===== src/hdl/tvg_pkg.sv =====
// shared types and constants for the thrust vector to gimbal command pipeline
// no dependencies
package tvg_pkg;

  localparam int F_W          = 24;  // force and coefficient width
  localparam int CMD_W        = 16;
  localparam int SQ_W         = 64;  // square root operand width
  localparam int SQRT_STEPS   = 32;
  localparam int CV_W         = 44;  // cordic vector width
  localparam int ANG_W        = 34;  // cordic angle width, full turn = 2^32
  localparam int CORDIC_STEPS = 30;
  localparam int DV_W         = 47;  // divider remainder width
  localparam int DIV_STEPS    = 16;

  localparam logic signed [ANG_W-1:0] QUARTER_TURN = ANG_W'(64'sd1073741824);
  localparam logic signed [CMD_W-1:0] CMD_MAX      = 16'sh7FFF;
  localparam logic signed [CMD_W-1:0] CMD_MIN      = 16'sh8000;
  localparam logic signed [CMD_W-1:0] CMD_ONE      = 16'sd16384;
  localparam logic signed [CMD_W-1:0] OUTER_FLOOR  = -16'sd492;
  localparam logic [CMD_W-1:0]        THRUST_MAX   = 16'hFFFF;
  localparam logic [F_W-1:0]          COEF_RESET   = 24'd65536;

  typedef enum logic [1:0] {
    REG_COEF0 = 2'd0,
    REG_COEF1 = 2'd1,
    REG_COEF2 = 2'd2,
    REG_COEF3 = 2'd3
  } reg_idx_t;

  // atan(2^-i) in units of 2^-32 turn
  localparam logic [31:0] STEP_ANGLE [CORDIC_STEPS] = '{
    32'h20000000, 32'h12E4051E, 32'h09FB385B, 32'h051111D4, 32'h028B0D43,
    32'h0145D7E1, 32'h00A2F61E, 32'h00517C55, 32'h0028BE53, 32'h00145F2F,
    32'h000A2F98, 32'h000517CC, 32'h00028BE6, 32'h000145F3, 32'h0000A2FA,
    32'h0000517D, 32'h000028BE, 32'h0000145F, 32'h00000A30, 32'h00000518,
    32'h0000028C, 32'h00000146, 32'h000000A3, 32'h00000051, 32'h00000029,
    32'h00000014, 32'h0000000A, 32'h00000005, 32'h00000003, 32'h00000001
  };

  typedef struct packed {
    logic signed [CV_W-1:0]  x;
    logic signed [CV_W-1:0]  y;
    logic signed [ANG_W-1:0] ang;
  } cvec_t;

endpackage


===== src/hdl/tvg_div_cell.sv =====
// one quotient bit of the restoring thrust divider
// depends on tvg_pkg
module tvg_div_cell
  import tvg_pkg::*;
#(
  parameter int K = 0
) (
  input  logic             clk,
  input  logic             en,
  input  logic [DV_W-1:0]  rem_in,
  input  logic [F_W-1:0]   coef_in,
  input  logic [CMD_W-1:0] q_in,
  output logic [DV_W-1:0]  rem_out,
  output logic [F_W-1:0]   coef_out,
  output logic [CMD_W-1:0] q_out
);

  logic [DV_W-1:0]  sub;
  logic [DV_W:0]    diff;
  logic [DV_W-1:0]  rem_nxt;
  logic [CMD_W-1:0] q_nxt;
  logic [DV_W-1:0]  rem_r;
  logic [F_W-1:0]   coef_r;
  logic [CMD_W-1:0] q_r;

  always_comb begin
    sub     = DV_W'(coef_in) << K;
    diff    = {1'b0, rem_in} - {1'b0, sub};
    rem_nxt = rem_in;
    q_nxt   = q_in;
    if (!diff[DV_W]) begin
      rem_nxt  = diff[DV_W-1:0];
      q_nxt[K] = 1'b1;
    end
  end

  always_ff @(posedge clk) begin
    if (en) begin
      rem_r  <= rem_nxt;
      coef_r <= coef_in;
      q_r    <= q_nxt;
    end
  end

  assign rem_out  = rem_r;
  assign coef_out = coef_r;
  assign q_out    = q_r;

endmodule


===== config.mk =====
export PLATFORM = sky130hd
export DESIGN_NAME = tvg_div_cell
export DESIGN_NICKNAME = d
export VERILOG_FILES = /design/src/hdl/tvg_pkg.sv /design/src/hdl/tvg_div_cell.sv
export SDC_FILE = /design/constraint.sdc
export NUM_CORES = 1
export LEC_CHECK = 0
export BUFFER_PORTS_ARGS = -buffer_cell sky130_fd_sc_hd__buf_2
export CAP_MARGIN = 10
export CORE_MARGIN = 2
export CORE_UTILIZATION = 42
export DETAILED_ROUTE_END_ITERATION = 6
export GPL_TIMING_DRIVEN = 0
export MAX_ROUTING_LAYER = met4
export PLACE_DENSITY = 0.69
export SLEW_MARGIN = 20
export SYNTH_ARGS = -nofsm -noshare
export SYNTH_HDL_FRONTEND = slang
export SYNTH_SLANG_ARGS = --single-unit
export TNS_END_PERCENT = 30

===== constraint.sdc =====
create_clock -name clk -period 5.48 [get_ports clk]
set_input_delay 1.096 -clock clk [delete_from_list [all_inputs] [get_ports clk]]
set_output_delay 1.096 -clock clk [all_outputs]
set_load 0.1 [all_outputs]

Word-level counts from Yosys, hierarchy flattened. Cells that the tools add are included.

Flip-flop bits (word level): 87. Bits in latches: 0. RAM bits: 0. Bits in read-only memories: 0. Input bits: 89. Output and inout port bits: 87. Memories: 0.

Add/sub/neg operators: 1. Multiply operators: 0. Divide/modulo/power cells: 0. Magnitude comparators: 0. Equality and inequality tests: 0. Shift operators: 0. Mux-type cells: 1. Bitwise logic cells: 0. Reduce and logical (&&, ||, !) cells: 0.

Operators by type and width (number): subtractor 47 x 24 -> 48 bit (1); two-way mux 47 bit (1).

Longest topological paths before layout.
Depth in word-level cells: 2. Mapped depth: 13. Mapped depth without buffers: 12.

Worst setup path before layout. OpenSTA, ideal clock, no wires.

Kind: input port to flip-flop. Start: in rem_in[0]. End: reg rem_r[46] (netlist: rem_out[46]) (data pin). Arrival: 3.395 ns. Path slack: 1.817 ns. Stages: 12. Path buffers: 0. Cells stage by stage: inv_1 ha_1 inv_1 fa_1 a21o_1 a221o_1 o211ai_2 o21ai_2 a221oi_4 o21ai_2 nor4bb_2 xor2_1.

Word-level cells in the longest chain between the ends: 2.

Ends and longest elaborated chain: start, declared (RTL line tvg_div_cell.sv:10) `input logic [DV_W-1:0] rem_in,`; subtractor 47 x 24 -> 48 bit (RTL line tvg_div_cell.sv:28) `diff = {1'b0, rem_in} - {1'b0, sub};`; two-way mux 47 bit (RTL line tvg_div_cell.sv:31) `if (!diff[DV_W]) begin`; net rem_nxt[46] (RTL line tvg_div_cell.sv:20) `logic [DV_W-1:0] rem_nxt;`; end signal, assigned (RTL line tvg_div_cell.sv:39) `rem_r <= rem_nxt;`; end, declared (RTL line tvg_div_cell.sv:22) `logic [DV_W-1:0] rem_r;`.

The timed path passes the listed nets, and every way through them passes these cells. A chain may end at the register's enable or synchronous reset.

Final worst setup path.
Start: in rem_in[0]. End: reg rem_r[32] (netlist: rem_out[32]) (data pin).

The elaborated chain is that of the path after synthesis.

==> metrics.yaml <==
outcome:
  run_status: "complete, no violations"
synthesis:
  synthDominantCellAreaShare_pct: 53.6
  ys_ff_latch: 87
  synth-main-ff-cell: "sky130_fd_sc_hd__edfxtp_1"
  synth.lib_cells_used.distinct: 58
  synth_warnings: 0
  synth_top_cells_by_area: "sky130_fd_sc_hd__edfxtp_1, sky130_fd_sc_hd__ha_1, sky130_fd_sc_hd__xor2_1"
  synthesis.nets: 544
  postSynthCellCount: 430
  synth_edf_count: 87
  synth_area_per_cell_um2: 11.3
  synth_sequential_area_ratio_pct: 53.6
  post-synth-top-area-cell: "sky130_fd_sc_hd__edfxtp_1"
  mappedNetlistArea_um2: 4880
  async_reset_ff_share_pct: 0
timing:
  tightest_slew_ns: 0.675
  final_min_period_over_clock_period_pct: 70.0
  report.final.slew_viol_count: 0
  fin_setup_tns_ns: 0
  fin_crit_ns: 3.84
  maxSlewHeadroom_pct: 54.6
  report.final.setup_viol: 0
  report.final.hold_viol_count: 0
  achievable-frequency_ghz: 0.261
  unrepaired_setup_endpoints_after_global_routing: "no"
floorplan:
  std_cell_rows: 39
  top_level_ports: 176
  chipHeight_um: 112
  chipWidth_um: 112
  placeableCoreArea_um2: 11400
  floorplan.initialDensity_pct: 42.9
  dieArea_um2: 12500
worst_setup_path:
  startpoint_class: "primary input"
  cp_data_required_time_ns: 5.56
  cp_max_fo: 9
  cp_data_arrival_time_ns: 3.92
  critical_path.endpoint_type: "flop"
  timing_worst_setup_path_type: "in2reg"
  cp-startpoint: "rem_in[0]"
clock_tree:
  cts_resized: 0
  ctsHtreeMaxLevel: 3
  post-cts-setup-buffers: 0
  clock_pin_slew_of_the_registers_on_the_worst_case_setup_and_hold_paths_ns: 0.07
  cts_made_buffers: 9
  post_cts_hold_buffer_count: 0
  cts.root.buffer_cell: "sky130_fd_sc_hd__clkbuf_16"
  clkSinkCount: 87
  max-clock-path-buffers: 2
  cts_tree: "yes"
detailed_routing:
  route.detailed.wl_per_inst_um: 15.9
  wl_um: 12200
  ant_nets: 0
  via_count: 3976
  post_drt_via_cell_ratio: 5.19
  first_pass_iters: 5
  drt-initial-drc-count: 239
  drc: 0
hold_path:
  hold_depth: 1
  timing.hold.worst.class: "in2reg"
  worst_hold_startpoint: "q_in[1]"
  holdPathEnd: "q_out[1]$_DFFE_PP_"
power_and_ir_drop:
  peakVddDrop_mv: 0.214
  power_density_nw_per_um2: 365
  static-leakage-power_uw: 0.00268
placement:
  detail_placement_hpwl_um: 9290
  dp_cells: 749
  gpl.final_weighted_congestion: 0.857
  numPortBuffers: 175
final_layout:
  layout.nets: 731
  area_delta_synth_final_pct: 28.5
  fin_cells: 766
  layout-drive-gt1-share_pct: 34.2
grt:
  grt_start_max_net_pins: 64
  grt_util_all_layers_pct: 19.8
  grt_first_pass_wirelength_um: 19100
  globalRoute.totalOverflow: 0
  via_count_of_the_first_global_routing_pass: 3907
  antenna_violations_before_repair: 1
run:
  max_cap_viol_count: 0
==> where the power goes <==
group | internal [uW] | switching [uW] | total, uW
Combinational | 153 | 673 | 826
Clock | 359 | 268 | 627
Sequential | 816 | 16.4 | 833
Total | 1330 | 958 | 2290
==> stage by stage <==
stage | hold WS, ns | area (um2) | setup slack, ns | power, uW | utilization, %
finish | 0.927 | 6270 | 1.64 | 2290 | 55.1
global route | 0.913 | 6270 | 1.47 | 2370 | 55.1
CTS | 0.918 | 6260 | 1.66 | 2300 | 55.1
detailed placement | 1.27 | 5960 | 1.30 | 1670 | 52.4
global placement | 1.27 | 5930 | 1.28 | 1660 | 52.2
floorplan | 1.19 | 4880 | 1.82 | 1510 | -
==> worst max-delay path by stage <==
stage	slack (ns)	to
after floorplan	1.82	rem_out[46]$_DFFE_PP_
after global placement	1.28	rem_out[32]$_DFFE_PP_
after detailed placement	1.30	rem_out[32]$_DFFE_PP_
after CTS	1.66	rem_out[32]$_DFFE_PP_
after global routing	1.47	rem_out[32]$_DFFE_PP_
final	1.64	rem_out[32]$_DFFE_PP_
==> cell type report <==
cell class                 instances  area (um2)
fill                            1015        5100
sequential                        87        2610
multi-input combinational        299        2080
timing repair buffer             176         906
clock buffer                       9         225
tap                              143         179
inverter                          30         113
clock inverter                     7        78.8
buffer                            14        73.8
antenna                            1        2.50
==> metal layers <==
metal	vias up	global-route usage, %	wire [um]
met3	13	3.21	593
met5	-	-	0
met4	0	7.08	204
met2	117	32.6	6050
li1	1968	-	-
met1	1878	25.0	5330
==> worst max-delay path: stages <==
cell	delay (ns)
sky130_fd_sc_hd__buf_2	0.10
sky130_fd_sc_hd__inv_1	0.06
sky130_fd_sc_hd__ha_1	0.17
sky130_fd_sc_hd__inv_1	0.06
sky130_fd_sc_hd__fa_1	0.41
sky130_fd_sc_hd__a21o_1	0.24
sky130_fd_sc_hd__a221o_1	0.34
sky130_fd_sc_hd__o211ai_2	0.27
sky130_fd_sc_hd__o21ai_1	0.20
sky130_fd_sc_hd__a21oi_2	0.25
sky130_fd_sc_hd__o211ai_2	0.26
sky130_fd_sc_hd__nor4_1	0.36
sky130_fd_sc_hd__xor2_1	0.11
==> cells in the mapped netlist (13+ instances only) <==
cell type,n
sky130_fd_sc_hd__nor2_1,15
sky130_fd_sc_hd__edfxtp_1,87
sky130_fd_sc_hd__nand2_1,42
sky130_fd_sc_hd__a21oi_1,18
sky130_fd_sc_hd__xor2_1,22
sky130_fd_sc_hd__inv_1,30
sky130_fd_sc_hd__nor3_1,19
sky130_fd_sc_hd__o21ai_0,21
sky130_fd_sc_hd__a21o_1,13
sky130_fd_sc_hd__nand3_1,13
sky130_fd_sc_hd__xnor2_1,21
sky130_fd_sc_hd__ha_1,24
==> cell usage in the layout, fill, tap and decap left out, drive strengths merged, types with 2 or more instances in the layout <==
master / instances
edfxtp: 87
o21bai: 3
o21ai: 35
a21boi: 2
and3: 4
nor4: 6
nand4: 4
nor2b: 3
ha: 24
o31ai: 2
nor2: 15
clkinv: 2
or4: 7
a31oi: 6
nor3: 19
and2: 4
nand2: 42
a21oi: 19
nand2b: 5
xnor2: 21
buf: 182
a211oi: 2
a221oi: 3
inv: 33
o211ai: 4
xor2: 22
a21o: 13
nand3: 13
or3: 5
nand3b: 2
clkbuf: 17
==> cell families (layout without fill, tap and decap cells) <==
group	count (synthesis)	in the layout	share of synthesized area, %
mux	2	2	0.436
fa+ha+maj	25	25	6.57
xor+xnor	43	43	7.72
other cells	0	1	0
flops	87	87	53.6
buf+inv	44	236	3.82
simple gates	133	133	14.5
compound gates	96	96	13.3
==> registers in the layout (all words and copies together) (netlist names) <==
name	flops
coef_out	24
rem_out	47
q_out	16
(Power assumes the default switching activity.)
