===== src/hdl/tvg_pkg.sv =====
// shared types and constants for the thrust vector to gimbal command pipeline
// no dependencies
package tvg_pkg;

  localparam int F_W          = 24;  // force and coefficient width
  localparam int CMD_W        = 16;
  localparam int SQ_W         = 64;  // square root operand width
  localparam int SQRT_STEPS   = 32;
  localparam int CV_W         = 44;  // cordic vector width
  localparam int ANG_W        = 34;  // cordic angle width, full turn = 2^32
  localparam int CORDIC_STEPS = 30;
  localparam int DV_W         = 47;  // divider remainder width
  localparam int DIV_STEPS    = 16;

  localparam logic signed [ANG_W-1:0] QUARTER_TURN = ANG_W'(64'sd1073741824);
  localparam logic signed [CMD_W-1:0] CMD_MAX      = 16'sh7FFF;
  localparam logic signed [CMD_W-1:0] CMD_MIN      = 16'sh8000;
  localparam logic signed [CMD_W-1:0] CMD_ONE      = 16'sd16384;
  localparam logic signed [CMD_W-1:0] OUTER_FLOOR  = -16'sd492;
  localparam logic [CMD_W-1:0]        THRUST_MAX   = 16'hFFFF;
  localparam logic [F_W-1:0]          COEF_RESET   = 24'd65536;

  typedef enum logic [1:0] {
    REG_COEF0 = 2'd0,
    REG_COEF1 = 2'd1,
    REG_COEF2 = 2'd2,
    REG_COEF3 = 2'd3
  } reg_idx_t;

  // atan(2^-i) in units of 2^-32 turn
  localparam logic [31:0] STEP_ANGLE [CORDIC_STEPS] = '{
    32'h20000000, 32'h12E4051E, 32'h09FB385B, 32'h051111D4, 32'h028B0D43,
    32'h0145D7E1, 32'h00A2F61E, 32'h00517C55, 32'h0028BE53, 32'h00145F2F,
    32'h000A2F98, 32'h000517CC, 32'h00028BE6, 32'h000145F3, 32'h0000A2FA,
    32'h0000517D, 32'h000028BE, 32'h0000145F, 32'h00000A30, 32'h00000518,
    32'h0000028C, 32'h00000146, 32'h000000A3, 32'h00000051, 32'h00000029,
    32'h00000014, 32'h0000000A, 32'h00000005, 32'h00000003, 32'h00000001
  };

  typedef struct packed {
    logic signed [CV_W-1:0]  x;
    logic signed [CV_W-1:0]  y;
    logic signed [ANG_W-1:0] ang;
  } cvec_t;

endpackage


===== src/hdl/tvg_cordic_cell.sv =====
// one micro-rotation of the vectoring cordic
// depends on tvg_pkg
module tvg_cordic_cell
  import tvg_pkg::*;
#(
  parameter int I = 0
) (
  input  logic  clk,
  input  logic  en,
  input  cvec_t v_in,
  output cvec_t v_out
);

  localparam logic signed [ANG_W-1:0] A = ANG_W'(STEP_ANGLE[I]);

  logic signed [CV_W-1:0] dx, dy;
  cvec_t v_nxt, v_r;

  always_comb begin
    dx = v_in.x >>> I;
    dy = v_in.y >>> I;
    if (v_in.y > 0) begin
      v_nxt.x   = v_in.x + dy;
      v_nxt.y   = v_in.y - dx;
      v_nxt.ang = v_in.ang + A;
    end else begin
      v_nxt.x   = v_in.x - dy;
      v_nxt.y   = v_in.y + dx;
      v_nxt.ang = v_in.ang - A;
    end
  end

  always_ff @(posedge clk) begin
    if (en) v_r <= v_nxt;
  end

  assign v_out = v_r;

endmodule


===== config.mk =====
export PLATFORM = sky130hd
export DESIGN_NAME = tvg_cordic_cell
export DESIGN_NICKNAME = d
export VERILOG_FILES = /design/src/hdl/tvg_pkg.sv /design/src/hdl/tvg_cordic_cell.sv
export SDC_FILE = /design/constraint.sdc
export NUM_CORES = 1
export LEC_CHECK = 0
export BUFFER_PORTS_ARGS = -buffer_cell sky130_fd_sc_hd__buf_2
export CAP_MARGIN = 20
export CORE_MARGIN = 8
export CORE_UTILIZATION = 49
export CTS_CLUSTER_DIAMETER = 40
export DETAILED_ROUTE_END_ITERATION = 8
export PLACE_DENSITY = 0.73
export SLEW_MARGIN = 20
export SYNTH_ARGS = -nofsm -noshare
export SYNTH_HDL_FRONTEND = slang
export SYNTH_SLANG_ARGS = --single-unit

===== constraint.sdc =====
create_clock -name clk -period 8.53 [get_ports clk]
set_input_delay 1.2795 -clock clk [delete_from_list [all_inputs] [get_ports clk]]
set_output_delay 1.2795 -clock clk [all_outputs]
set_load 0.02 [all_outputs]

**Word level (Yosys, flattened, before mapping)**

Index checks and enable logic that the tools add are counted.

- Magnitude comparators: 1
- Multiplexer cells: 1
- $add $sub $neg: 5

Operators with widths:

| operator | count |
|---|---|
| $mux 122 | 1 |
| $sub 44x44->44 | 2 |
| $add 44x44->44 | 1 |
| $gt 44x1->1 const B | 1 |
| $add 34x31->34 const B | 1 |
| $sub 34x31->34 const B | 1 |

- Bits of input ports: 124
- Logic and storage cells: 10
- Flip-flop bits (word level): 122
- Output and inout port bits: 122

**Depth between registers and ports, before layout**

Gate-level depths: netlist of run 1.

- Depth in word-level cells: 2
- Mapped depth: 13
- Mapped depth without buffers: 12

**Worst setup path before layout of run 1**

OpenSTA, ideal clock, no wires.

- Path kind: input to register
- Start point: in v_in[34] in the netlist's numbering
- End point: reg v_r (netlist bit v_out[74]), data pin
- Library setup time: 0.270 ns
- Required time: 8.260 ns
- Path buffers: 0
- Stages: 12
- Slack: 4.397 ns
- Arrival: 3.863 ns
- Path through: ha_1 -> inv_1 -> fa_1 -> o21ba_1 -> or4_1 -> o211ai_1 -> a41oi_1 -> o31ai_2 -> a21oi_1 -> o31ai_1 -> a22oi_1 -> xor2_1

RTL lines:

| item | RTL line | source |
|---|---|---|
| from (decl) | tvg_cordic_cell.sv:10 | `input cvec_t v_in,` |
| to (signal assigned) | tvg_cordic_cell.sv:34 | `if (en) v_r <= v_nxt;` |
| to (decl) | tvg_cordic_cell.sv:17 | `cvec_t v_nxt, v_r;` |

==> run_results.csv, run 1 <==
group,metric,value,unit
pwr,switchingPower,0.000991,W
finish,largest_register_ffs,121,
timing,fin_crit,5240,ps
timing,final-hold-violation-count,0,
placement,dpl.hpwl,35400,µm
synthesis,async_flop_share,0,%
routing,viasPerCell,6.14,
placement,dp_cells,1930,
synthesis,synth_enable_flop_cells,121,
grt,grt_max_degree,71,
worst_setup_path,cpMaxStageDelayCell,"nor4_1",
finish,stdcell_count,1964,
cts,cts_buffer_depth,2,
routing,top_layer,"met4",
worst_setup_path,critPathCaptureType,"register",
cts,path_clk_slew,70,ps
die,rows,57,
timing,worstMarginPinSlew,1090,ps
grt,antenna_found_initial,1,
grt,grt_first_pass_wirelength,66800,µm
cts,cts.sinks,121,
pwr,ir_drop,0.115,mV
worst_setup_path,crit_type,"input pin to register",
worst_setup_path,arrival,5390,ps
routing,drt_iter0_drc,1385,
die,start_util,49.5,%
cts,cts_setup_buffers,0,
synthesis,ys_seq_area_share,30.4,%
timing,finalSetupViolations,0,
pwr,p_leak,6.13,nW
routing,postRouteAntennaNets,0,
timing,min_period_over_period,61.5,%
finish,final_core_util,58.1,%
pwr,internal-power,0.00152,W
pwr,swShare,39.5,%
cts,htree_levels,4,
pwr,clkPwrFrac,31.2,%
worst_setup_path,cp.required,8680,ps
worst_setup_path,critical-path-max-stage-delay,930,ps
status,outcome,"completed",
min_path,min_path_cells,1,
die,core,24200,µm²
cts,postCtsHoldBufs,0,
synthesis,avgSynthCellArea,8.46,µm²
min_path,hp-class,"input pin to register",
die,die_area,29700,µm²
synthesis,synth_nets,1691,
die,die_x,172,µm
pwr,power.share.sequential,31.7,%
routing,drc_errors,0,
routing,vias,12068,
worst_setup_path,path_max_fanout,50,
synthesis,synth_cell_type_count,73,
grt,grt_overflow,0,
cts,cts_resized,0,
die,io_pins,246,
cts,clock-root-buffer,"clkbuf_16",
finish,final_common_cell,"buf_2",
worst_setup_path,cp-start-kind,"input pin",
finish,area_growth_syn_to_layout,17.2,%
pwr,pwr_density_cell,179,nW/µm²
timing,slew_violations,0,
pwr,share_comb_of_total_power,37.0,%
timing,max_clock_freq,191,MHz
timing,fin_tns_setup,0,ps
finish,fill_cells,2250,
worst_setup_path,path_cells,"buf_2 > nor4_1 > nand4_1 > nor2_1 > a41oi_4 > inv_2 > ha_1 > a21o_1 > a21oi_1 > xnor2_1 > xnor2_1",
finish,drive_gt1_share,18.7,%
synthesis,syn_area,12000,µm²
routing,dr.pass1.iters,6,
die,die_h,172,µm
finish,layout_common_cells,"buf_2 (244), a21oi_1 (192), ha_1 (148)",
routing,dr_wl_met3,4750,µm
routing,avgRoutedWirePerCell,22.8,µm
placement,numPortBuffers,245,
cts,numCtsBuffers,17,
routing,m1WireLength,19400,µm
synthesis,yosysWarnings,0,
timing,relSlewSlack,26.8,%
worst_setup_path,worst_path_most_repeated_cell,"xnor2_1",
flow_run,maxCapViolCount,0,
grt,grt_usage,29.4,%
routing,wirelength,44800,µm
synthesis,ys_ff_latch,121,
synthesis,synth_top_flop_cell,"edfxtp_1",
cts,cts_tree,"done",
finish,nets,1901,
synthesis,syn_inst,1415,
routing,route.met2.wl,19300,µm
grt,grt_pass1_vias,11601,
placement,gp_congestion,0.975,
timing,rsz0062_at_grt,"no",
-- routing by layer --
layer | vias up | GRT usage (%)
met2 | 723 | 44.0
met5 | - | 0
met3 | 89 | 5.94
met1 | 5719 | 41.1
li1 | 5537 | -
met4 | 0 | 11.1
-- power groups by stage --
stage               logic (W)  registers, W  clock network [W]
finish               0.000930      0.000797           0.000783
global route         0.000998      0.000805           0.000808
CTS                  0.000915      0.000798           0.000786
detailed placement   0.000909      0.000810                  0
global placement     0.000905      0.000808                  0
floorplan            0.000468      0.000925                  0
-- cells by family after synthesis --
group	after synthesis	share of synthesized area (%)
AO/OA/AOI/OAI	482	24.9
adder cells (fa/ha/maj)	152	16.1
XOR/XNOR	87	6.37
buffers and inverters	193	6.18
AND/OR/NAND/NOR	363	14.6
multiplexers	17	1.44
flip-flops	121	30.4
-- cell usage after synthesis (9+ instances only) --
| master | instances | share of area, % |
|---|---|---|
| a211oi_1 | 17 | 1.1 |
| a21o_1 | 19 | 1.2 |
| a21oi_1 | 192 | 8.0 |
| a31oi_1 | 15 | 0.78 |
| buf_1 | 14 | 0.44 |
| buf_2 | 9 | 0.38 |
| clkbuf_1 | 36 | 1.1 |
| edfxtp_1 | 121 | 30 |
| ha_1 | 148 | 15 |
| inv_1 | 127 | 4.0 |
| mux2i_1 | 15 | 1.3 |
| nand2_1 | 94 | 2.9 |
| nand2b_1 | 10 | 0.52 |
| nand3_1 | 17 | 0.71 |
| nand4_1 | 23 | 1.2 |
| nor2_1 | 112 | 3.5 |
| nor2b_1 | 20 | 1.0 |
| nor3_1 | 25 | 1.0 |
| nor4_1 | 24 | 1.3 |
| o211ai_1 | 9 | 0.56 |
| o21ai_0 | 92 | 3.8 |
| o21ai_1 | 11 | 0.46 |
| o21bai_1 | 38 | 2.4 |
| o31ai_1 | 16 | 1.0 |
| xnor2_1 | 77 | 5.6 |
| xor2_1 | 10 | 0.73 |
-- path summary, 6_finish.rpt --
path / startpoint / endpoint / slack, ps
max: v_in[37] / v_out[33]$_DFFE_PP_ / 3290
min: v_in[19] / v_out[19]$_DFFE_PP_ / 1020
-- worst max-delay path: cells and delay by family --
family / cells / cell delay (ps)
simple gates: 3 / 1640
buf+inv: 2 / 990
compound gates: 3 / 780
xor+xnor: 2 / 240
fa+ha+maj: 1 / 420
-- final cells by class --
cell class	count	area, µm²	share of cell area [%]
Inverter	133	499	3.56
Tap cell	324	405	2.89
Clock buffer	17	425	3.03
Antenna cell	2	5.00	0.0357
Clock inverter	15	176	1.26
Multi-Input combinational cell	1101	7620	54.3
Sequential cell	121	3630	25.9
Timing Repair Buffer	251	1270	9.08
-- through the flow --
step           area (µm²)  power (W)  setup WS (ps)  hold WS (ps)
2_1_floorplan       12000    0.00139           4400          1380
3_3_place_gp        13400    0.00171           3110          1460
3_5_place_dp        13400    0.00172           3040          1460
4_1_cts             14000    0.00250           3470          1010
5_1_grt             14000    0.00261           3170          1020
6_report            14000    0.00251           3290          1020
(Power assumes the default switching activity.)
==> run 2: changes to the inputs <==
--- a/config.mk
+++ b/config.mk
@@ -11,7 +11,7 @@
 export CORE_UTILIZATION = 49
 export CTS_CLUSTER_DIAMETER = 40
 export DETAILED_ROUTE_END_ITERATION = 8
-export PLACE_DENSITY = 0.73
+export PLACE_DENSITY = 0.75
 export SLEW_MARGIN = 20
 export SYNTH_ARGS = -nofsm -noshare
 export SYNTH_HDL_FRONTEND = slang
==> constraint.sdc (replaced) <==
create_clock -name clk -period 4.5 [get_ports clk]
set_input_delay 0.675 -clock clk [delete_from_list [all_inputs] [get_ports clk]]
set_output_delay 0.675 -clock clk [all_outputs]
set_load 0.02 [all_outputs]
==> run_results.csv, run 2 (synthesis results as in run 1) <==
group,metric,value,unit
placement,dpl.hpwl,34600,µm
cts,path_clk_slew,70,ps
die,die_x,172,µm
min_path,min_path_cells,1,
timing,min_period_over_period,82.4,%
timing,final-hold-violation-count,0,
worst_setup_path,critical-path-max-stage-delay,570,ps
min_path,hp-class,"input pin to register",
cts,numCtsBuffers,17,
pwr,p_total,0.00478,W
finish,ff_latch_area,3630,µm²
worst_setup_path,crit_type,"input pin to register",
routing,drt_iter0_drc,1284,
cts,cts_resized,0,
worst_setup_path,critPathCaptureType,"register",
pwr,switchingPower,0.00186,W
placement,gp_congestion,1.01,
worst_setup_path,crit_buf_inv,2,
finish,area_growth_syn_to_layout,19.8,%
finish,fill_cells,2176,
worst_setup_path,cp.required,4660,ps
finish,final_common_cell,"buf_2",
grt,grt_max_degree,80,
pwr,share_comb_of_total_power,37.5,%
timing,relSlewSlack,26.8,%
cts,postCtsHoldBufs,0,
grt,antenna_found_initial,0,
placement,pre_cts_ws,442,ps
grt,grt_overflow,0,
routing,viasPerCell,6.06,
cts,cts_tree,"done",
worst_setup_path,critical-path-top-delay-family,"compound AO/OA/AOI/OAI gates",
min_path,holdPathEnd,"v_out[14]$_DFFE_PP_",
timing,worstMarginPinSlew,1100,ps
routing,postRouteAntennaNets,0,
finish,nets,1939,
routing,drc_errors,0,
die,die_h,172,µm
pwr,p_leak,6.33,nW
pwr,clkPwrFrac,30.9,%
pwr,swShare,38.9,%
timing,finalSetupViolations,0,
timing,setup_slack,792,ps
pwr,pwr_density_cell,333,nW/µm²
cts,htree_levels,4,
timing,rsz0062_at_grt,"no",
worst_setup_path,path_cells,"buf_2 > inv_1 > ha_1 > or4_4 > or3_4 > a21oi_1 > a211oi_1 > o31ai_1 > o21ai_2 > a31oi_2 > or4_1 > nand4_1",
flow_run,maxCapViolCount,0,
routing,vias,12125,
pwr,internal-power,0.00292,W
worst_setup_path,path_max_fanout,12,
status,outcome,"completed",
worst_setup_path,cp-start-kind,"input pin",
finish,largest_register_ffs,121,
timing,slew_violations,0,
routing,avgRoutedWirePerCell,21.6,µm
timing,max_clock_freq,270,MHz
die,core,24200,µm²
routing,dr.pass1.iters,7,
grt,grt_usage,28.2,%
die,die_area,29700,µm²
finish,diodes,0,
die,start_util,49.5,%
grt,grt_first_pass_wirelength,64900,µm
worst_setup_path,cpMaxStageDelayCell,"or4_4",
cts,cts.sinks,121,
timing,fin_crit,3710,ps
timing,fin_tns_setup,0,ps
pwr,ir_drop,0.206,mV
finish,layout_common_cells,"buf_2 (244), a21oi_1 (192), ha_1 (148)",
die,io_pins,246,
placement,numPortBuffers,245,
finish,drive_gt1_share,20.5,%
min_path,min_from,"v_in[14]",
cts,cts_setup_buffers,0,
cts,clock-root-buffer,"clkbuf_16",
routing,wirelength,43300,µm
worst_setup_path,arrival,3870,ps
grt,grt_pass1_vias,11604,
pwr,power.share.sequential,31.5,%
cts,cts_buffer_depth,2,
die,rows,57,
finish,multi_input_area,7620,µm²
[run 2: cell types whose count changed in the layout (fill, tap and decap cells not counted)]
cell     change
inv_8        +2
buf_4       +36
inv_6        -2
diode_2      -2
buf_12       +2
[run 2: metrics by stage]
step / hold WS (ps) / util [%] / cell area, µm² / cells
after floorplan: 774 / - / 12000 / 1415
after global routing: 398 / 59.3 / 14300 / 2000
after CTS: 402 / 59.3 / 14300 / 2000
after global placement: 851 / 56.8 / 13700 / 1968
final: 411 / 59.3 / 14300 / 2000
after detailed placement: 853 / 56.8 / 13700 / 1968
[run 2: area by class of cell]
type / count / share of cell area, %
clock buffers: 17 / 2.97
clock inverters: 15 / 1.26
inverters: 133 / 3.48
multi-input cells: 1101 / 53.1
flip-flops and latches: 121 / 25.3
well taps: 324 / 2.83
repair buffers: 289 / 11.0
[run 2: how the worst max path moves through the flow]
stage,start,to,slack [ps],cells after the start
global route,v_in[34],v_out[74]$_DFFE_PP_,580,14
CTS,v_in[61],v_out[77]$_DFFE_PP_,880,12
finish,v_in[61],v_out[77]$_DFFE_PP_,790,12
floorplan,v_in[34],v_out[74]$_DFFE_PP_,970,12
detailed placement,v_in[61],v_out[77]$_DFFE_PP_,440,12
global placement,v_in[61],v_out[71]$_DFFE_PP_,470,12
[run 2: power groups by stage]
stage | clock network (W) | logic, W | registers (W)
2_1_floorplan | 0 | 0.000886 | 0.00175
3_3_place_gp | 0 | 0.00175 | 0.00153
3_5_place_dp | 0 | 0.00175 | 0.00153
4_1_cts | 0.00150 | 0.00176 | 0.00151
5_1_grt | 0.00153 | 0.00192 | 0.00152
6_report | 0.00148 | 0.00179 | 0.00151
[run 2: layer usage]
metal,up-vias,GRT usage (%),part of all wire [%]
met5,-,0,0
met4,0,9.33,2.6
met3,83,5.96,10
met2,709,43.8,44
met1,5691,38.6,43
li1,5642,-,-
