===== src/hdl/tvg_pkg.sv =====
// shared types and constants for the thrust vector to gimbal command pipeline
// no dependencies
package tvg_pkg;

  localparam int F_W          = 24;  // force and coefficient width
  localparam int CMD_W        = 16;
  localparam int SQ_W         = 64;  // square root operand width
  localparam int SQRT_STEPS   = 32;
  localparam int CV_W         = 44;  // cordic vector width
  localparam int ANG_W        = 34;  // cordic angle width, full turn = 2^32
  localparam int CORDIC_STEPS = 30;
  localparam int DV_W         = 47;  // divider remainder width
  localparam int DIV_STEPS    = 16;

  localparam logic signed [ANG_W-1:0] QUARTER_TURN = ANG_W'(64'sd1073741824);
  localparam logic signed [CMD_W-1:0] CMD_MAX      = 16'sh7FFF;
  localparam logic signed [CMD_W-1:0] CMD_MIN      = 16'sh8000;
  localparam logic signed [CMD_W-1:0] CMD_ONE      = 16'sd16384;
  localparam logic signed [CMD_W-1:0] OUTER_FLOOR  = -16'sd492;
  localparam logic [CMD_W-1:0]        THRUST_MAX   = 16'hFFFF;
  localparam logic [F_W-1:0]          COEF_RESET   = 24'd65536;

  typedef enum logic [1:0] {
    REG_COEF0 = 2'd0,
    REG_COEF1 = 2'd1,
    REG_COEF2 = 2'd2,
    REG_COEF3 = 2'd3
  } reg_idx_t;

  // atan(2^-i) in units of 2^-32 turn
  localparam logic [31:0] STEP_ANGLE [CORDIC_STEPS] = '{
    32'h20000000, 32'h12E4051E, 32'h09FB385B, 32'h051111D4, 32'h028B0D43,
    32'h0145D7E1, 32'h00A2F61E, 32'h00517C55, 32'h0028BE53, 32'h00145F2F,
    32'h000A2F98, 32'h000517CC, 32'h00028BE6, 32'h000145F3, 32'h0000A2FA,
    32'h0000517D, 32'h000028BE, 32'h0000145F, 32'h00000A30, 32'h00000518,
    32'h0000028C, 32'h00000146, 32'h000000A3, 32'h00000051, 32'h00000029,
    32'h00000014, 32'h0000000A, 32'h00000005, 32'h00000003, 32'h00000001
  };

  typedef struct packed {
    logic signed [CV_W-1:0]  x;
    logic signed [CV_W-1:0]  y;
    logic signed [ANG_W-1:0] ang;
  } cvec_t;

endpackage


===== src/hdl/tvg_sqrt_cell.sv =====
// one result bit of the digit-by-digit integer square root
// depends on tvg_pkg
module tvg_sqrt_cell
  import tvg_pkg::*;
#(
  parameter int P = 0
) (
  input  logic            clk,
  input  logic            en,
  input  logic [SQ_W-1:0] v_in,
  input  logic [SQ_W-1:0] r_in,
  output logic [SQ_W-1:0] v_out,
  output logic [SQ_W-1:0] r_out
);

  localparam logic [SQ_W-1:0] B = {{(SQ_W-1){1'b0}}, 1'b1} << (2 * P);

  logic [SQ_W-1:0] trial;
  logic [SQ_W:0]   diff;
  logic [SQ_W-1:0] v_nxt, r_nxt;
  logic [SQ_W-1:0] v_r, r_r;

  always_comb begin
    trial = r_in + B;
    diff  = {1'b0, v_in} - {1'b0, trial};
    if (!diff[SQ_W]) begin
      v_nxt = diff[SQ_W-1:0];
      r_nxt = (r_in >> 1) + B;
    end else begin
      v_nxt = v_in;
      r_nxt = r_in >> 1;
    end
  end

  always_ff @(posedge clk) begin
    if (en) begin
      v_r <= v_nxt;
      r_r <= r_nxt;
    end
  end

  assign v_out = v_r;
  assign r_out = r_r;

endmodule


===== config.mk =====
export PLATFORM = sky130hd
export DESIGN_NAME = tvg_sqrt_cell
export DESIGN_NICKNAME = d
export VERILOG_FILES = /design/src/hdl/tvg_pkg.sv /design/src/hdl/tvg_sqrt_cell.sv
export SDC_FILE = /design/constraint.sdc
export NUM_CORES = 1
export LEC_CHECK = 0
export BUFFER_PORTS_ARGS = -buffer_cell sky130_fd_sc_hd__clkbuf_2
export CORE_MARGIN = 2
export CORE_UTILIZATION = 35
export DETAILED_ROUTE_END_ITERATION = 7
export SLEW_MARGIN = 20
export SYNTH_ARGS = -nofsm -noshare
export SYNTH_HDL_FRONTEND = slang
export SYNTH_SLANG_ARGS = --single-unit

===== constraint.sdc =====
create_clock -name clk -period 9.7 [get_ports clk]
set_clock_uncertainty 0.15 [all_clocks]
set_input_delay 2.91 -clock clk [delete_from_list [all_inputs] [get_ports clk]]
set_output_delay 2.91 -clock clk [all_outputs]
set_load 0.02 [all_outputs]

# Word-level counts from Yosys, hierarchy flattened
# Index checks and enable logic that the tools add are counted.
# word_totals
reg_bits	128
memories	0
out_inout_bits	128
ram_bits	0
latch_bits	0
elab_cells	8
in_bits	130
mem_bits_ro	0
# op_classes
shift	0
muxes	2
n_bitwise	0
div_mod_pow	0
n_lt_le_gt_ge	0
eq_ne	0
n_reduce_logical	0
n_addsub	3
n_mul	0
# ops
op	count
$sub A64 B64 Y65	1
$add A63 B1 Y64 const B	1
$add A64 B1 Y64 const B	1
$mux W64	1
$mux W63	1

# Logic depth before layout (Yosys ltp)
# Gate-level depths: netlist of run 1.
# depth
depth_word	3
depth_mapped	25
ltp_nobuf	21

# Worst setup path before layout of run 1
# OpenSTA, ideal clock, no wires.
# synth_timing
path_type	in2reg
start	input port r_in[1]
end	register v_r[55] (netlist: v_out[55]), data pin
setup_slack_ps	1891
setup_time_ps	269
t_required_ps	9281
cell_stages	24
path_buffers	4
arrival_time_ps	7390
path_cell_list	ha_1 -> and3_1 -> and4_4 -> nand2b_1 -> or3_1 -> or4_4 -> nor4_4 -> nand2_1 -> nor3_2 -> nand2_1 -> xor2_1 -> ha_1 -> clkbuf_1 -> nand3_1 -> nor2_1 -> nand3_1 -> o31ai_4 -> nand4_1 -> a31o_1 -> buf_6 -> buf_2 -> buf_1 -> nand2_1 -> o21ai_0
# synth_via
elab_chain_cells	3
# synth_lines
element	line_no	text
start, declared	tvg_sqrt_cell.sv:11	input logic [SQ_W-1:0] r_in,
$add A64 B1 Y64	tvg_sqrt_cell.sv:24	trial = r_in + B;
$sub A64 B64 Y65	tvg_sqrt_cell.sv:25	diff = {1'b0, v_in} - {1'b0, trial};
$mux W64	tvg_sqrt_cell.sv:26	if (!diff[SQ_W]) begin
net v_nxt[55]	tvg_sqrt_cell.sv:20	logic [SQ_W-1:0] v_nxt, r_nxt;
end signal, assigned	tvg_sqrt_cell.sv:37	v_r <= v_nxt;
end, declared	tvg_sqrt_cell.sv:21	logic [SQ_W-1:0] v_r, r_r;
# The timed path passes the listed nets, and every way through them passes these cells.
# A chain may end at the register's enable or synchronous reset.

# Worst setup path after layout of run 1
# layout_timing
start	input port r_in[2]
end	register v_r[52] (netlist: v_out[52]), data pin
# Same word-level chain as after synthesis.

==> results.py, run 1 <==
metrics = {
    "status": {
        "run_status": "complete, no violations",
    },
    "timing": {
        "slew_violations": 0,
        "clock_period_minus_final_worst_setup_slack_ns": 8.878,
        "final.period_utilization_pct": 91.53,
        "setup_total_negative_slack_ns": 0,
        "worst_slew_pin_slew_ns": 1.063,
        "rsz0062_at_grt": "no",
        "timing.final.hold_violations": 0,
        "slew_headroom_pct": 29.13,
        "fmax_ghz": 0.1126,
        "number_of_failing_setup_endpoints_in_the_final_timing_report": 0,
    },
    "worst_setup_path": {
        "timing_worst_setup_path_type": "input port to flop",
        "cp_max_fo": 40,
        "worst-endpoint-required_ns": 9.72,
        "worst_setup_path_end_kind": "flop",
        "start_kind": "input port",
        "cp_data_arrival_time_ns": 8.90,
    },
    "drt": {
        "routed-via-count": 10540,
        "drt_wl_total_um": 39930,
        "drc": 0,
        "top_layer_used": "met4",
        "detail_route.first_pass.iterations": 5,
        "drt-met1-wl_um": 18090,
        "met2WireLength_um": 17780,
        "route.antenna.remaining_nets": 0,
        "drt_iter0_drc": 1258,
        "routed_wire_length_per_instance_um": 21.16,
        "route.met3.wl_um": 3252,
        "viasPerCell": 5.583,
    },
    "logic_synthesis": {
        "synth_edf_count": 128,
        "synth-async-reset-ratio_pct": 0,
        "post_synth_top_flop": "edfxtp_1",
        "syn_area_per_cell_um2": 8.710,
        "postSynthRegisterBits": 128,
        "netlist-cell-type-count": 69,
        "number_of_synthesis_warnings": 0,
        "syn_area_um2": 10810,
        "syn-instance-count": 1241,
        "seq_area_frac_synth_pct": 35.56,
        "postSynthNetCount": 1438,
    },
    "floorplanning": {
        "ios": 258,
        "rows": 64,
        "initial_core_util_pct": 35.43,
        "die_area_um2": 32300,
        "die_y_um": 179.7,
        "die_x_um": 179.7,
        "fp.coreArea_um2": 30510,
    },
    "finish": {
        "multiInputGateArea_um2": 6655,
        "ff_latch_area_um2": 3844,
        "syn2layout_area_growth_pct": 20.89,
        "final_nets": 1672,
        "num-fill-cells": 3098,
        "final_layout_size_suffix_gt1_share_pct": 22.04,
    },
    "clocking": {
        "cts-buffers-inserted": 17,
        "post_cts_resize_count": 0,
        "count_of_buffers_added_by_post_cts_timing_repair_for_setup": 0,
        "path_clk_slew_ns": 0.06,
        "ctsHoldBuffers": 0,
        "numClockSinks": 128,
        "cts_tree": "built",
        "cts.root.buffer_cell": "clkbuf_16",
        "clockBufferDepth": 2,
        "htree_num_levels": 4,
    },
    "global_route": {
        "grt_remaining_overflow": 0,
        "grt_pass1_vias": 9932,
        "antenna_found_initial": 3,
        "grt_max_degree": 78,
        "grt.total_usage_pct": 24.03,
        "first_pass_grt_wire_length_um": 59970,
    },
    "pwr": {
        "ir_worst_vdd_uv": 107.5,
        "design_power_total_mw": 1.975,
        "p_per_area_nw_per_um2": 151.2,
        "power.static_leakage_nw": 5.143,
    },
    "placement": {
        "io_buffers": 257,
        "gp_congestion": 0.9685,
        "hpwlAfterDp_um": 31460,
    },
    "worst_hold_path": {
        "worstHoldPathType": "input port to flop",
    },
    "job": {
        "max_cap_viol_count": 0,
    },
}
-- critical path, cell delays in order --
cell,delay (ns)
clkbuf_2,0.13
ha_1,0.20
and3_1,0.25
and4_4,0.29
nand2b_1,0.09
or3_1,0.38
or4_4,0.57
nor4_4,0.42
nand2_1,0.17
nor3_2,0.28
xnor2_1,0.17
ha_1,0.45
a21oi_1,0.10
o21ai_0,0.51
a31oi_1,0.07
o21ai_0,0.11
a21oi_1,0.13
o31ai_4,0.10
nand4_1,0.25
a31o_4,0.41
buf_4,0.29
o41ai_1,0.58
-- cell type report --
class	count	share of cell area, %
clock buffer	18	3.284
tap	396	3.792
timing repair buffer	271	10.76
sequential	128	29.41
inverter	23	0.6607
multi-input combinational	1034	50.93
clock inverter	14	1.101
antenna	3	0.05745
-- cells by family after synthesis --
logic type / share of synthesized area [%]
flip-flops: 35.56
multiplexers: 0.2083
adder cells (fa/ha/maj): 7.825
XOR/XNOR: 14.75
AO/OA/AOI/OAI: 15.51
buffers and inverters: 3.033
AND/OR/NAND/NOR: 23.12
-- sequential cells by signal, indices dropped and copies added (netlist names) --
signal and cells:
r_out 64, v_out 64
-- power breakdown --
group	total, mW	switching (mW)	internal (mW)
logic	0.607	0.401	0.206
clock network	0.659	0.282	0.377
registers	0.709	0.0211	0.688
-- placed cells by master (no fill, tap or decap), drive strengths merged, types with 10 or more instances in the layout --
cell / count
clkbuf: 274
edfxtp: 128
o21bai: 14
a21oi: 88
a21o: 14
nand3: 42
ha: 66
xnor2: 98
nand4: 53
o21a: 10
nor4: 16
o21ai: 108
and3: 22
nand2: 183
nor3: 44
nor2: 91
buf: 15
xor2: 84
inv: 23
-- synthesized netlist by cell type, drive strengths merged (16+ instances only) --
cell type | n | area share (%)
a21oi | 88 | 4.1
and3 | 22 | 1.3
buf | 17 | 0.85
clkbuf | 39 | 1.4
edfxtp | 128 | 36
ha | 66 | 7.6
inv | 23 | 0.80
nand2 | 183 | 6.4
nand3 | 42 | 1.9
nand4 | 53 | 3.1
nor2 | 91 | 3.2
nor3 | 44 | 2.1
nor4 | 16 | 1.7
o21ai | 108 | 5.0
xnor2 | 98 | 7.9
xor2 | 84 | 6.8
-- worst paths after layout --
path | from | endpoint | slack [ns] | cells past startpoint
min | v_in[0] | v_out[0]$_DFFE_PP_ | 2.62 | 3
max | r_in[2] | v_out[52]$_DFFE_PP_ | 0.82 | 22
-- through the flow --
stage / cells / area [um^2] / setup slack, ns / hold WS (ns) / util (%)
after floorplan: 1241 / 10810 / 1.891 / 2.873 / -
after CTS: 1884 / 13060 / 1.009 / 2.607 / 42.81
after detailed placement: 1852 / 12490 / 0.5727 / 3.064 / 40.93
final: 1887 / 13070 / 0.8217 / 2.624 / 42.83
after global routing: 1885 / 13060 / 0.5625 / 2.638 / 42.82
after global placement: 1852 / 12490 / 0.7945 / 3.062 / 40.93
-- routing by layer --
layer  global-route usage [%]  vias up
li1                         -     5012
met1                    35.08     4992
met2                    36.43      481
met3                    4.295       50
met4                    6.537        0
met5                        0        -
No activity file was read; power rests on OpenSTA's default activity.
==> inputs of run 2 (changes only) <==
--- a/config.mk
+++ b/config.mk
@@ -6,9 +6,13 @@
 export NUM_CORES = 1
 export LEC_CHECK = 0
 export BUFFER_PORTS_ARGS = -buffer_cell sky130_fd_sc_hd__clkbuf_2
+export CELL_PAD_IN_SITES_DETAIL_PLACEMENT = 1
+export CELL_PAD_IN_SITES_GLOBAL_PLACEMENT = 1
 export CORE_MARGIN = 2
 export CORE_UTILIZATION = 35
 export DETAILED_ROUTE_END_ITERATION = 7
+export GPL_TIMING_DRIVEN = 0
+export PLACE_DENSITY_LB_ADDON = 0.1
 export SLEW_MARGIN = 20
 export SYNTH_ARGS = -nofsm -noshare
 export SYNTH_HDL_FRONTEND = slang
==> run 2 against run 1 <==
- flip-flop and latch count stayed put
- first-iteration DRC count is 38% lower
- die area stayed put
- critical path type unchanged
- largest cell class unchanged
==> results.py, run 2 (same netlist as run 1, synthesis figures left out) <==
metrics = {
    "finish": {
        "mostFrequentLayoutCell": "clkbuf_2",
        "design_area_um2": 13160,
        "final_layout_size_suffix_gt1_share_pct": 21.00,
        "syn2layout_area_growth_pct": 21.73,
        "num-fill-cells": 3733,
        "final_nets": 1703,
        "layout.cells.most_common_list": "clkbuf_2 (244), nand2_1 (183), edfxtp_1 (128), o21ai_0 (107), xnor2_1 (98)",
    },
    "timing": {
        "timing.final.hold_violations": 0,
        "final_hold_slack_ns": 2.615,
        "final.period_utilization_pct": 96.23,
        "fmax_ghz": 0.1071,
        "slew_headroom_pct": 25.81,
        "worst_slew_pin_slew_ns": 1.110,
        "rsz0062_at_grt": "no",
        "number_of_failing_setup_endpoints_in_the_final_timing_report": 0,
        "clock_period_minus_final_worst_setup_slack_ns": 9.334,
        "slew_violations": 0,
    },
    "clocking": {
        "clockBufferDepth": 2,
        "ctsHoldBuffers": 0,
        "path_clk_slew_ns": 0.07,
        "htree_num_levels": 4,
        "cts-buffers-inserted": 17,
        "cts_tree": "built",
        "cts.root.buffer_cell": "clkbuf_16",
        "numClockSinks": 128,
    },
    "worst_setup_path": {
        "start_kind": "input port",
        "cp_max_fo": 10,
        "worst-endpoint-required_ns": 9.72,
        "worst_setup_path_end_kind": "flop",
        "timing_worst_setup_path_type": "input port to flop",
        "cp_data_arrival_time_ns": 9.36,
    },
    "placement": {
        "detailed_place.area_um2": 12550,
        "gp_congestion": 0.9388,
        "hpwlAfterDp_um": 34510,
        "io_buffers": 242,
    },
    "drt": {
        "routed-via-count": 10600,
        "drt_iter0_drc": 775,
        "drc": 0,
        "viasPerCell": 5.526,
        "drt_wl_total_um": 42900,
        "detail_route.first_pass.iterations": 6,
        "routed_wire_length_per_instance_um": 22.37,
        "route.antenna.remaining_nets": 0,
    },
    "floorplanning": {
        "die_area_um2": 32300,
        "ios": 258,
        "fp.coreArea_um2": 30510,
        "die_x_um": 179.7,
        "die_y_um": 179.7,
        "initial_core_util_pct": 35.43,
        "rows": 64,
    },
    "global_route": {
        "antenna_found_initial": 10,
        "grt_max_degree": 73,
        "grt_pass1_vias": 10760,
        "first_pass_grt_wire_length_um": 65430,
        "grt_remaining_overflow": 0,
        "grt.total_usage_pct": 26.41,
    },
    "pwr": {
        "ir_worst_vdd_uv": 97.45,
        "p_per_area_nw_per_um2": 150.2,
        "design_power_total_mw": 1.976,
        "power.static_leakage_nw": 5.150,
    },
    "job": {
        "max_cap_viol_count": 0,
    },
    "status": {
        "run_status": "complete, no violations",
    },
    "worst_hold_path": {
        "worstHoldPathType": "input port to flop",
    },
}
-- run 2: routing by layer --
metal | global-route usage (%) | part of all wire (%) | vias to the layer above
met3 | 5.267 | 6.4 | 48
met5 | 0 | 0.054 | -
met1 | 37.98 | 48 | 5127
met4 | 7.057 | 1.7 | 4
met2 | 40.38 | 44 | 352
li1 | - | - | 5067
-- run 2: metrics by stage --
step	utilization, %	cells	TNS, ns	setup slack, ns
2_1_floorplan	-	1241	0	1.891
3_3_place_gp	41.02	1879	-3.860	-0.2819
3_5_place_dp	41.15	1880	-4.370	-0.2596
4_1_cts	43.00	1912	0	0.1176
5_1_grt	43.13	1918	0	0.07039
6_report	43.13	1918	0	0.3659
-- run 2: final timing paths --
| path | slack, ns | end | depth (start not counted) | startpoint |
|---|---|---|---|---|
| hold / removal | 2.62 | v_out[7]$_DFFE_PP_ | 3 | v_in[7] |
| setup / recovery | 0.37 | v_out[52]$_DFFE_PP_ | 25 | r_in[1] |
-- run 2: where the power goes --
part           switching, mW  total (mW)  internal (mW)  leakage, nW
Clock                  0.304       0.645          0.340        0.272
Combinational          0.417       0.626          0.209         3.63
Sequential            0.0187       0.706          0.687         1.25
Total                  0.740        1.98           1.24         5.15
-- run 2: area by class of cell --
type	count	area, um^2	share of cell area (%)
clock inverters	15	140.1	1.065
inverters	23	86.33	0.6561
repair buffers	246	1270	9.652
diodes	3	7.507	0.05706
clock buffers	17	425.4	3.233
flip-flops and latches	128	3844	29.21
multi-input cells	1034	6648	50.52
well taps	396	495.5	3.766
plain buffers	56	241.5	1.835
-- run 2: what timing repair did --
action                     in CTS  in global routing
resized for setup               0                  1
setup endpoints to repair       0                 28
buffers inserted                0                  3
-- run 2: critical path, cell delays in order --
cell and delay, ns:
clkbuf_2 0.17, ha_1 0.23, and3_1 0.25, and4_4 0.29, nand2b_1 0.10, or3_1 0.39, or4_4 0.58, nor4_4 0.53
nand2_1 0.19, nor3_2 0.29, nand2_1 0.11, xor2_1 0.16, ha_1 0.27, clkbuf_1 0.35, nand3_1 0.24, nor2_1 0.23
nand3_1 0.14, o31ai_4 0.40, nand4_1 0.26, a31o_1 0.26, buf_6 0.17, buf_2 0.25, buf_2 0.27, nand2_1 0.18
o41ai_1 0.14
